--- config.mk ---
export PLATFORM = sky130hd
export DESIGN_NAME = dictionary_word_break_checker_unit
export DESIGN_NICKNAME = d
export VERILOG_FILES = /design/src/hdl/wbc_pkg.sv /design/src/hdl/dictionary_word_break_checker_unit.sv /design/src/hdl/wbc_dict.sv /design/src/hdl/wbc_match.sv
export SDC_FILE = /design/constraint.sdc
export NUM_CORES = 2
export LEC_CHECK = 0
export BUFFER_PORTS_ARGS = -buffer_cell sky130_fd_sc_hd__buf_2
export CORE_MARGIN = 10
export CORE_UTILIZATION = 27
export CTS_CLUSTER_DIAMETER = 50
export CTS_CLUSTER_SIZE = 24
export DETAILED_ROUTE_END_ITERATION = 12
export SLEW_MARGIN = 5
export SYNTH_ARGS = -nofsm -noshare
export SYNTH_HDL_FRONTEND = slang
export SYNTH_SLANG_ARGS = --single-unit
export TNS_END_PERCENT = 10
--- constraint.sdc ---
create_clock -name clk -period 12.6 [get_ports clk]
set_clock_uncertainty 0.1 [all_clocks]
set_input_delay 1.26 -clock clk [delete_from_list [all_inputs] [get_ports clk]]
set_output_delay 1.26 -clock clk [all_outputs]
set_load 0.1 [all_outputs]
--- src/hdl/wbc_pkg.sv ---
// Shared constants, types and command codes for the word-break checker.
`default_nettype none

package wbc_pkg;

    // Dictionary geometry
    localparam int DICT_WORDS   = 16;
    localparam int MAX_WORD_LEN = 16;

    // Derived widths
    localparam int ROW_W    = (DICT_WORDS > 1) ? $clog2(DICT_WORDS) : 1;
    localparam int CNT_W    = $clog2(DICT_WORDS + 1);
    localparam int POS_W    = (MAX_WORD_LEN > 1) ? $clog2(MAX_WORD_LEN) : 1;
    localparam int LEN_W    = $clog2(MAX_WORD_LEN + 2);
    localparam int PREFIX_W = MAX_WORD_LEN + 1;

    // Stream widths
    localparam int IN_TDATA_W  = 8;
    localparam int IN_TUSER_W  = 2;
    localparam int OUT_TDATA_W = 8;

    // Marker for a word that ran past the maximum length
    localparam logic [LEN_W-1:0] OVERLONG = LEN_W'(MAX_WORD_LEN + 1);

    // Command codes carried in tuser
    localparam logic [1:0] CMD_DICT  = 2'd0;
    localparam logic [1:0] CMD_TEXT  = 2'd1;
    localparam logic [1:0] CMD_CLEAR = 2'd2;

    typedef logic [7:0] byte_t;

    // One stored word, or the text window; byte 0 is the lowest
    typedef logic [MAX_WORD_LEN-1:0][7:0] row_t;

    // Write side of the dictionary store
    typedef struct packed {
        logic  load;
        logic  clear;
        logic  last;
        byte_t ch;
    } dict_wr_t;

endpackage : wbc_pkg

`default_nettype wire

--- src/hdl/dictionary_word_break_checker_unit.sv ---
// Top level: stream ports, scan sequencer, text window and prefix bits.
// A dictionary byte or a clear command is taken while the block stays idle.
// A text byte holds the block busy through the scan and wrap states, longer if a verdict must wait:
// the sequencer reads one stored word per cycle and runs it through the compare unit.
// Only a text byte with tlast gives a verdict: the wrap state loads it into a free output register.
// Reset (rst_n low, asynchronous) empties the dictionary, zeroes the window, sets prefix bits to value 1.
`default_nettype none

module dictionary_word_break_checker_unit (
    input  wire logic                            clk,
    input  wire logic                            rst_n,
    input  wire logic                            s_tvalid,
    output logic                                 s_tready,
    input  wire logic [wbc_pkg::IN_TDATA_W-1:0]  s_tdata,   // [7:0] ch
    input  wire logic [wbc_pkg::IN_TUSER_W-1:0]  s_tuser,   // [1:0] cmd
    input  wire logic                            s_tlast,
    output logic                                 m_tvalid,
    input  wire logic                            m_tready,
    output logic [wbc_pkg::OUT_TDATA_W-1:0]      m_tdata    // [0] breakable, [1] dict_overflow
);
    import wbc_pkg::*;

    typedef enum logic [2:0] {
        S_IDLE = 3'b001,
        S_SCAN = 3'b010,
        S_WRAP = 3'b100
    } state_t;

    state_t             state_reg, state_next;
    row_t               window_reg, window_next;
    logic [PREFIX_W-1:0] prefix_reg, prefix_next;
    logic [CNT_W-1:0]   w_reg, w_next;
    logic               rd_valid_reg, rd_valid_next;
    logic               hit_reg, hit_next;
    logic               last_reg, last_next;
    logic               out_valid_reg, out_valid_next;
    logic               out_brk_reg, out_brk_next;
    logic               out_ovf_reg, out_ovf_next;

    dict_wr_t           dict_wr;
    row_t               rd_data;
    logic [LEN_W-1:0]   rd_len;
    logic [CNT_W-1:0]   word_count;
    logic               overflow;
    logic               match_hit;
    logic               accept;
    logic               issue;
    logic               out_free;

    assign s_tready = (state_reg == S_IDLE);
    assign accept   = s_tvalid && s_tready;
    assign issue    = (state_reg == S_SCAN) && (w_reg < word_count);
    assign out_free = !out_valid_reg || m_tready;

    // Dictionary side of an accepted transfer
    always_comb
    begin
        dict_wr.load  = accept && (s_tuser == CMD_DICT);
        dict_wr.clear = accept && (s_tuser == CMD_CLEAR);
        dict_wr.last  = s_tlast;
        dict_wr.ch    = s_tdata[7:0];
    end

    wbc_dict u_dict (
        .clk        (clk),
        .rst_n      (rst_n),
        .wr         (dict_wr),
        .rd_en      (issue),
        .rd_row     (w_reg[ROW_W-1:0]),
        .rd_data    (rd_data),
        .rd_len     (rd_len),
        .word_count (word_count),
        .overflow   (overflow)
    );

    wbc_match u_match (
        .word   (rd_data),
        .len    (rd_len),
        .window (window_reg),
        .prefix (prefix_reg),
        .hit    (match_hit)
    );

    // Sequencer: take a text byte, scan stored words, then commit
    always_comb
    begin
        state_next     = state_reg;
        window_next    = window_reg;
        prefix_next    = prefix_reg;
        w_next         = w_reg;
        rd_valid_next  = rd_valid_reg;
        hit_next       = hit_reg;
        last_next      = last_reg;
        out_valid_next = out_valid_reg;
        out_brk_next   = out_brk_reg;
        out_ovf_next   = out_ovf_reg;

        // Drop the result once its transfer completes
        if (out_valid_reg && m_tready)
        begin
            out_valid_next = 1'b0;
        end

        case (state_reg)
            S_IDLE:
            begin
                if (accept && (s_tuser == CMD_TEXT))
                begin
                    window_next   = row_t'({window_reg, s_tdata[7:0]});
                    last_next     = s_tlast;
                    w_next        = '0;
                    rd_valid_next = 1'b0;
                    hit_next      = 1'b0;
                    state_next    = S_SCAN;
                end
            end
            S_SCAN:
            begin
                rd_valid_next = issue;
                hit_next      = hit_reg | (rd_valid_reg & match_hit);
                if (issue)
                begin
                    w_next = w_reg + CNT_W'(1);
                end
                else
                begin
                    state_next = S_WRAP;
                end
            end
            S_WRAP:
            begin
                if (!last_reg || out_free)
                begin
                    if (last_reg)
                    begin
                        prefix_next    = PREFIX_W'(1);
                        out_valid_next = 1'b1;
                        out_brk_next   = hit_reg;
                        out_ovf_next   = overflow;
                    end
                    else
                    begin
                        prefix_next = {prefix_reg[PREFIX_W-2:0], hit_reg};
                    end
                    state_next = S_IDLE;
                end
            end
            default:
            begin
                state_next = S_IDLE;
            end
        endcase
    end

    // Control and window state
    always_ff @(posedge clk or negedge rst_n)
    begin
        if (!rst_n)
        begin
            state_reg     <= S_IDLE;
            window_reg    <= '0;
            prefix_reg    <= PREFIX_W'(1);
            w_reg         <= '0;
            rd_valid_reg  <= 1'b0;
            hit_reg       <= 1'b0;
            last_reg      <= 1'b0;
            out_valid_reg <= 1'b0;
        end
        else
        begin
            state_reg     <= state_next;
            window_reg    <= window_next;
            prefix_reg    <= prefix_next;
            w_reg         <= w_next;
            rd_valid_reg  <= rd_valid_next;
            hit_reg       <= hit_next;
            last_reg      <= last_next;
            out_valid_reg <= out_valid_next;
        end
    end

    // Result payload
    always_ff @(posedge clk)
    begin
        out_brk_reg <= out_brk_next;
        out_ovf_reg <= out_ovf_next;
    end

    assign m_tvalid = out_valid_reg;
    assign m_tdata  = {(OUT_TDATA_W - 2)'(0), out_ovf_reg, out_brk_reg};

endmodule : dictionary_word_break_checker_unit

`default_nettype wire

--- src/hdl/wbc_dict.sv ---
// Dictionary store: word rows, word lengths and the load bookkeeping.
`default_nettype none

module wbc_dict (
    input  wire logic                      clk,
    input  wire logic                      rst_n,
    input  wire wbc_pkg::dict_wr_t         wr,
    input  wire logic                      rd_en,
    input  wire logic [wbc_pkg::ROW_W-1:0] rd_row,
    output wbc_pkg::row_t                  rd_data,
    output logic [wbc_pkg::LEN_W-1:0]      rd_len,
    output logic [wbc_pkg::CNT_W-1:0]      word_count,
    output logic                           overflow
);
    import wbc_pkg::*;

    row_t              mem [DICT_WORDS];
    logic [LEN_W-1:0]  len_reg [DICT_WORDS];

    logic [CNT_W-1:0]  word_count_reg, word_count_next;
    logic [LEN_W-1:0]  load_pos_reg, load_pos_next;
    logic              overflow_reg, overflow_next;
    row_t              rd_data_reg;
    logic [LEN_W-1:0]  rd_len_reg;

    logic              room;
    logic              pos_ok;
    logic [LEN_W-1:0]  pos_inc;
    logic              word_fits;

    // Room for one more word and one more byte
    assign room      = word_count_reg < CNT_W'(DICT_WORDS);
    assign pos_ok    = load_pos_reg < LEN_W'(MAX_WORD_LEN);
    assign pos_inc   = pos_ok ? (load_pos_reg + LEN_W'(1)) : OVERLONG;
    assign word_fits = (pos_inc <= LEN_W'(MAX_WORD_LEN)) && room;

    // Load bookkeeping: clear, or advance position and commit or drop on the last byte
    always_comb
    begin
        word_count_next = word_count_reg;
        load_pos_next   = load_pos_reg;
        overflow_next   = overflow_reg;
        if (wr.clear)
        begin
            word_count_next = '0;
            load_pos_next   = '0;
            overflow_next   = 1'b0;
        end
        else if (wr.load)
        begin
            load_pos_next = pos_inc;
            if (wr.last)
            begin
                if (word_fits)
                begin
                    word_count_next = word_count_reg + CNT_W'(1);
                end
                else
                begin
                    overflow_next = 1'b1;
                end
                load_pos_next = '0;
            end
        end
    end

    always_ff @(posedge clk or negedge rst_n)
    begin
        if (!rst_n)
        begin
            word_count_reg <= '0;
            load_pos_reg   <= '0;
            overflow_reg   <= 1'b0;
        end
        else
        begin
            word_count_reg <= word_count_next;
            load_pos_reg   <= load_pos_next;
            overflow_reg   <= overflow_next;
        end
    end

    // Write a dictionary byte into its row
    always_ff @(posedge clk)
    begin
        if (wr.load && pos_ok && room)
        begin
            mem[word_count_reg[ROW_W-1:0]][load_pos_reg[POS_W-1:0]] <= wr.ch;
        end
    end

    // Record the length of a committed word
    always_ff @(posedge clk)
    begin
        if (wr.load && wr.last && word_fits)
        begin
            len_reg[word_count_reg[ROW_W-1:0]] <= pos_inc;
        end
    end

    // Registered read of one whole word row
    always_ff @(posedge clk)
    begin
        if (rd_en)
        begin
            rd_data_reg <= mem[rd_row];
            rd_len_reg  <= len_reg[rd_row];
        end
    end

    assign rd_data    = rd_data_reg;
    assign rd_len     = rd_len_reg;
    assign word_count = word_count_reg;
    assign overflow   = overflow_reg;

endmodule : wbc_dict

`default_nettype wire

--- src/hdl/wbc_match.sv ---
// Shared compare unit: does one stored word end at the newest text byte, with a segmentable prefix.
`default_nettype none

module wbc_match (
    input  wire wbc_pkg::row_t                word,
    input  wire logic [wbc_pkg::LEN_W-1:0]    len,
    input  wire wbc_pkg::row_t                window,
    input  wire logic [wbc_pkg::PREFIX_W-1:0] prefix,
    output logic                              hit
);
    import wbc_pkg::*;

    logic [LEN_W-1:0]        len_m1;
    logic [MAX_WORD_LEN-1:0] prefix_lo;
    logic                    len_ok;
    logic                    all_eq;

    assign len_m1    = len - LEN_W'(1);
    assign prefix_lo = prefix[MAX_WORD_LEN-1:0];
    assign len_ok    = (len != '0) && (len <= LEN_W'(MAX_WORD_LEN));

    // Word byte p faces the window byte len-1-p back from the newest
    always_comb
    begin
        logic [LEN_W-1:0] back;
        all_eq = 1'b1;
        back   = '0;
        for (int p = 0; p < MAX_WORD_LEN; p++)
        begin
            back = len_m1 - LEN_W'(p);
            if ((LEN_W'(p) < len) && (word[p] != window[back[POS_W-1:0]]))
            begin
                all_eq = 1'b0;
            end
        end
    end

    // Prefix before the word must itself be segmentable
    assign hit = len_ok && all_eq && prefix_lo[len_m1[POS_W-1:0]];

endmodule : wbc_match

`default_nettype wire

Word level (Yosys, flattened, before mapping). Memory sizes are Yosys's and may differ from the RTL's. A register that Yosys moved wholly into a read port is not among the register bits. Index checks and enable logic that the tools add are counted.

Bits in registers: 169. Input bits: 15. Latch bits: 0. Output and inout bits: 10. Bits in writable memories: 2128. ROM bits: 0. Memories kept: 2. Word-level logic and storage cells: 248.

Muxes and demuxes: 83. Bitwise logic cells: 2. Divide/modulo/power cells: 0. Shift-type cells: 0. $lt $le $gt $ge: 39. Equality and inequality tests: 26. $mul: 0. Reduce and logical (&&, ||, !) cells: 49. Add/sub/neg operators: 19.

Memories: u_dict.mem (depth 16, bits a word 128, rd ports 1, clocked after memory_dff 1, write ports 1, RTL line wbc_dict.sv:17) `row_t mem [DICT_WORDS];`; u_dict.len_reg (depth 16, bits a word 5, rd ports 1, clocked after memory_dff 1, write ports 1, RTL line wbc_dict.sv:18) `logic [LEN_W-1:0] len_reg [DICT_WORDS];`.

Operators by type and width (number): binary-select mux 8 bit (select 4 bit) (16); 2-to-1 mux 8 bit (17); 2-to-1 mux 128 bit (1); != test 8 bit (16); less-than comparator 4 x 5 -> 1 bit, second input constant (17); 2-to-1 mux 5 bit (10); less-than comparator 4 x 5 -> 1 bit, first input constant (8); demux 8 bit (select 4 bit) (1); subtractor 4 bit, second input constant (8); logical AND 1 bit (31); 2-to-1 mux 1 bit (29); less-than comparator 3 x 5 -> 1 bit, first input constant (4); 2-to-1 mux 16 bit (1); subtractor 4 x 3 -> 4 bit, second input constant (4); adder 5 x 1 -> 5 bit, second input constant (3); AND reduction 3 bit (5); less-or-equal comparator 5 bit, second input constant (2); less-than comparator 1 x 5 -> 1 bit, first input constant (2); less-than comparator 2 x 5 -> 1 bit, first input constant (2); less-than comparator 5 bit, second input constant (2); case mux 5 bit (2 select lines) (1); 2-to-1 mux 3 bit (3); case mux 3 bit (3 select lines) (1); != test 2 bit, second input constant (4); other kinds (20) (30).

Logic depth before layout (Yosys ltp).
Depth after elaboration: 26. Mapped depth: 20.

Cells and area by module. A second synthesis with hierarchy kept.

Cell total of the unflattened synthesis: 5285. Area, all modules: 101004.4 sq um.

By module, submodules not included: wbc_dict (area each 86270.2 sq um, instances 1, cells each 3713, sequential area each 68170.4 sq um); wbc_match (area each 8459.4 sq um, instances 1, cells each 904, sequential area each 0.0 sq um); dictionary_word_break_checker_unit (area each 6274.8 sq um, instances 1, cells each 668, sequential area each 3991.3 sq um).

Least setup slack after synthesis. Ideal clock, no wire load.

Path kind: flip-flop to flip-flop. Start: reg u_dict.word_count_reg[2], in the netlist u_dict.word_count[2]. End: reg w_reg[3]. Cell stages (with the launch flop): 12. Period minus slack after synthesis: 8.154 ns. Data arrival time: 7.981 ns. Buffers on the path: 1. Setup slack: 4.446 ns. Cells stage by stage: dfrtp_1 -> clkbuf_1 -> inv_1 -> ha_1 -> a21oi_1 -> nor2b_1 -> o21ai_0 -> nand2b_1 -> nor2_1 -> nand4_1 -> xor2_1 -> nor2_1.

Cells in the longest elaborated chain, start to end: 4.

Ends and longest elaborated chain: start, declared (RTL line wbc_dict.sv:20) `logic [CNT_W-1:0] word_count_reg, word_count_next;`; start signal, assigned (RTL line wbc_dict.sv:77) `word_count_reg <= word_count_next;`; less-than comparator 5 bit (RTL line dictionary_word_break_checker_unit.sv:52) `assign issue = (state_reg == S_SCAN) && (w_reg < word_count);`; logical AND 1 bit (RTL line dictionary_word_break_checker_unit.sv:52); via issue (RTL line dictionary_word_break_checker_unit.sv:47) `logic issue;`; != test 2 bit (no source line); AND reduction 3 bit (no source line); end signal, assigned (RTL line dictionary_word_break_checker_unit.sv:174) `w_reg <= w_next;`; end, declared (RTL line dictionary_word_break_checker_unit.sv:32) `logic [CNT_W-1:0] w_reg, w_next;`.

The timed path passes the listed nets, and every way through them passes these cells. A chain may end at the register's enable or synchronous reset.

Worst setup path in the final report.
Start: reg u_dict.rd_len_reg[0], in the netlist u_dict.rd_len[0], read port of u_dict.len_reg. End: reg hit_reg.

Cells in the longest elaborated chain, start to end: 26. Elaborated cells between the ends (all ways): 122. Those cells by class: add/sub (16); order compare (17); eq/ne (16); mux (51); bitwise (2); reduce/logical (20).

Ends and longest elaborated chain: start, declared (RTL line wbc_dict.sv:24) `logic [LEN_W-1:0] rd_len_reg;`; subtractor 4 x 1 -> 4 bit (RTL line wbc_match.sv:18) `assign len_m1 = len - LEN_W'(1);`; subtractor 4 x 1 -> 4 bit / binary-select mux 8 bit (select 4 bit) (equally long branches) (RTL line wbc_match.sv:30, wbc_match.sv:31); binary-select mux 8 bit (select 4 bit) / 2-to-1 mux 8 bit (equally long branches) (RTL line wbc_match.sv:31) `if ((LEN_W'(p) < len) && (word[p] != window[back[POS_W-1:0]]))`; 2-to-1 mux 8 bit (implied by the code) / != test 8 bit (equally long branches) (RTL line wbc_match.sv:31); != test 8 bit / logical AND 1 bit (equally long branches) (RTL line wbc_match.sv:31); logical AND 1 bit / 2-to-1 mux 1 bit (equally long branches) (RTL line wbc_match.sv:31); 2-to-1 mux 1 bit (15 in series) (RTL line wbc_match.sv:31); logical AND 1 bit (RTL line wbc_match.sv:39) `assign hit = len_ok && all_eq && prefix_lo[len_m1[POS_W-1:0]];`; logical AND 1 bit (*) (RTL line wbc_match.sv:39); AND 1 bit (*) (RTL line dictionary_word_break_checker_unit.sv:120) `hit_next = hit_reg | (rd_valid_reg & match_hit);`; bitwise OR 1 bit (*) (RTL line dictionary_word_break_checker_unit.sv:120); case mux 1 bit (2 select lines) (*) (RTL line dictionary_word_break_checker_unit.sv:104) `case (state_reg)`; end signal, assigned (RTL line dictionary_word_break_checker_unit.sv:176) `hit_reg <= hit_next;`; end, declared (RTL line dictionary_word_break_checker_unit.sv:34) `logic hit_reg, hit_next;`.

Mark *: on every way between the ends. The rest lies on a longest branch, timed or not. The select of a mux whose other input is x is not followed.

==> flow_summary.toml <==
[run_status]
status = "finished clean"

[die]
rows = 223
die_area_sq_mm = 0.3942
coreArea_sq_mm = 0.3686
start_util_pct = 27.07
io_pins = 25
fp.dieH_um = 627.8
die_w_um = 627.8

[synth]
syn_area_sq_mm = 0.09976
yosysSeqAreaShare_pct = 72.31
ys_warn_count = 0
syn_inst = 5095
async_flop_share_pct = 6.872
synth-main-ff-cell = "edfxtp_1"
synth-edff-count = 2263
syn_area_per_cell_sq_um = 19.58
synth_cell_types = 63
ys_ff_latch = 2430

[critical_path]
startpoint_type = "flop"
worst_ep_arrival_time_ps = 7150
rrSetupSlack_ps = 6110
r2r_start = "u_dict.rd_len[0]"
timing.rr.end = "hit_reg"
cp-end-kind = "flop"
rr_worst_depth = 16
required_ps = 13250
worstSetupPathType = "flop to flop"
path_max_fanout = 49

[clock_network]
cts_max_level = 4
cts_sinks = 2430
hold_buffers = 0
post_cts_resized = 0
clkSlewWorstSetupHoldPaths_ps = 80
clkLatencyLatePin_ps = 890
cts_setup_buffers = 0
cts_buffer_depth = 3
numCtsBuffers = 205
cts_root_buf = "clkbuf_16"
cts_tree = "yes"

[route]
met2WireLength_mm = 119.0
routedWlPerCell_um = 24.16
wl_met3_mm = 17.25
top_layer_used = "met5"
vias = 48900
drtIter0Drc = 5515
drcViolationCount = 0
wl_met1_mm = 103.8
first_pass_iters = 6
wirelength_mm = 247.1
via_per_inst = 4.781
final_antenna_net_count = 0

[sta]
tns_ps = 0
post-route-period-util_pct = 51.55
period_needed_ps = 6495
setup_violations = 0
slew_violations = 0
timing.final.hold_violations = 0
slew_headroom_pct = 14.04
hold_slack_ps = 306.0
rsz0062_at_grt = "false"
fmax_ghz = 0.1540
worst-slew-pin-transition_ps = 1285

[placement]
dpl.cell_count = 9837
hpwl_mm = 153.0
io_buffers = 18
gp_congestion = 0.9135

[final_layout]
drive_above_1_share_pct = 24.79
layout.cells.non_filler = 10227
mostFrequentLayoutCell = "edfxtp_1"
fin_util_pct = 30.65
most-common-layout-cells = "edfxtp_1, mux4_2, nand2_1, nor2_1, mux2i_1"
syn_to_final_growth_pct = 13.23
largest_register_ff_count = 2048
nNetsFinal = 5129

[pwr]
p_leak_nw = 34.83
ir_worst_vdd_uv = 151.4
power_density_mw_per_mm2 = 150.8

[grt]
grt_antenna_before_repair = 11
grt_pass1_vias = 48984
grt_pass1_wl_mm = 359.4
grt_overflow = 0
grt_use_total_pct = 12.23
grt_start_max_net_pins = 135

[job]
cap_violations = 0

[min_path]
hp-class = "primary input to async pin"
## worst max path at each step
stage | startpoint | endpoint | slack, ps | cells past startpoint
6_report | u_dict.rd_len[0] | hit_reg | 6110 | 16
3_5_place_dp | u_dict.rd_len[0] | hit_reg | 6140 | 17
4_1_cts | u_dict.rd_len[0] | hit_reg | 6100 | 17
2_1_floorplan | u_dict.word_count[2] | w_reg[3] | 4450 | 11
3_3_place_gp | u_dict.rd_len[0] | hit_reg | 6180 | 16
5_1_grt | u_dict.rd_len[0] | hit_reg | 5720 | 16
## worst max-delay path: stages, from the launching register on
cell and delay (ps):
edfxtp_1 320, buf_4 570, inv_1 230, ha_2 310, xnor2_4 810, inv_2 540, ha_1 480, xnor2_1 240
nor2_2 70, xnor2_2 880, mux2i_1 340, xnor2_1 130, nor4_1 360, nand3_1 170, a2111oi_2 400, nand4_1 150
o32ai_2 220
## kinds of logic after synthesis
| logic type | after synthesis | synth area share (%) |
|---|---|---|
| AOI/OAI and AO/OA | 191 | 1.341 |
| xor gates and xnor gates | 147 | 1.398 |
| adders and majority gates | 20 | 0.2508 |
| buffers and inverters | 318 | 1.341 |
| DFF | 2430 | 72.31 |
| muxes | 1011 | 19.37 |
| other | 1 | 0.003759 |
| and+or+nand+nor | 977 | 3.984 |
## layout make-up
cell class              instances  area (sq um)
fillers                     35232        255600
flip-flops and latches       2430         72150
multi-input cells            2352         26400
well taps                    4950          6193
clock buffers                 220          5270
clock inverters               169          2115
repair buffers                 90         767.0
inverters                      15         56.30
diodes                          1         2.502
## metal layers
layer  vias to the layer above  GRT usage (%)
li1                      20603              -
met1                     26163          16.77
met2                      1798          19.87
met3                       330          2.363
met4                         6          3.380
met5                         -              0
## metrics by stage
step / setup WS (ps) / power, mW / cell area, sq um
6_report: 6105 / 17.03 / 113000
5_1_grt: 5722 / 17.59 / 113000
4_1_cts: 6103 / 17.17 / 113000
3_5_place_dp: 6144 / 10.42 / 105600
3_3_place_gp: 6179 / 10.40 / 105600
2_1_floorplan: 4446 / 9.885 / 99780
## power breakdown
| part | internal, mW | total [mW] | switching [mW] |
|---|---|---|---|
| Combinational | 0.484 | 1.26 | 0.771 |
| Clock | 3.47 | 6.80 | 3.32 |
| Sequential | 8.88 | 8.98 | 0.0955 |
## Yosys cell counts, types with 5 or more instances
| master | number | area [sq um] |
|---|---|---|
| buf_6 | 8 | 90.09 |
| buf_1 | 47 | 176.4 |
| nor4_1 | 13 | 81.33 |
| dfrtp_1 | 165 | 4129 |
| nand2b_1 | 12 | 75.07 |
| a22o_1 | 19 | 166.4 |
| o221ai_1 | 10 | 87.58 |
| o21ai_0 | 25 | 125.1 |
| xor2_1 | 77 | 674.4 |
| buf_4 | 12 | 90.09 |
| a21oi_1 | 32 | 160.2 |
| mux2i_1 | 214 | 2142 |
| a211oi_1 | 5 | 37.54 |
| xnor2_2 | 5 | 81.33 |
| o22ai_1 | 27 | 168.9 |
| nand3_1 | 34 | 170.2 |
| edfxtp_1 | 2263 | 67960 |
| nor3_1 | 11 | 55.05 |
| buf_2 | 31 | 155.2 |
| a22oi_1 | 41 | 307.8 |
| or2_2 | 6 | 37.54 |
| inv_1 | 13 | 48.80 |
| xnor2_1 | 61 | 534.3 |
| nand2_1 | 496 | 1862 |
| nor2_1 | 354 | 1329 |
| mux2_2 | 68 | 765.7 |
| ha_1 | 20 | 250.2 |
| o22a_1 | 6 | 52.55 |
| nand4_1 | 23 | 143.9 |
| mux4_2 | 724 | 16310 |
| o211ai_1 | 6 | 45.04 |
| clkbuf_1 | 205 | 769.5 |
| nor2b_1 | 11 | 68.82 |
Power figures use the tool's default switching activity.
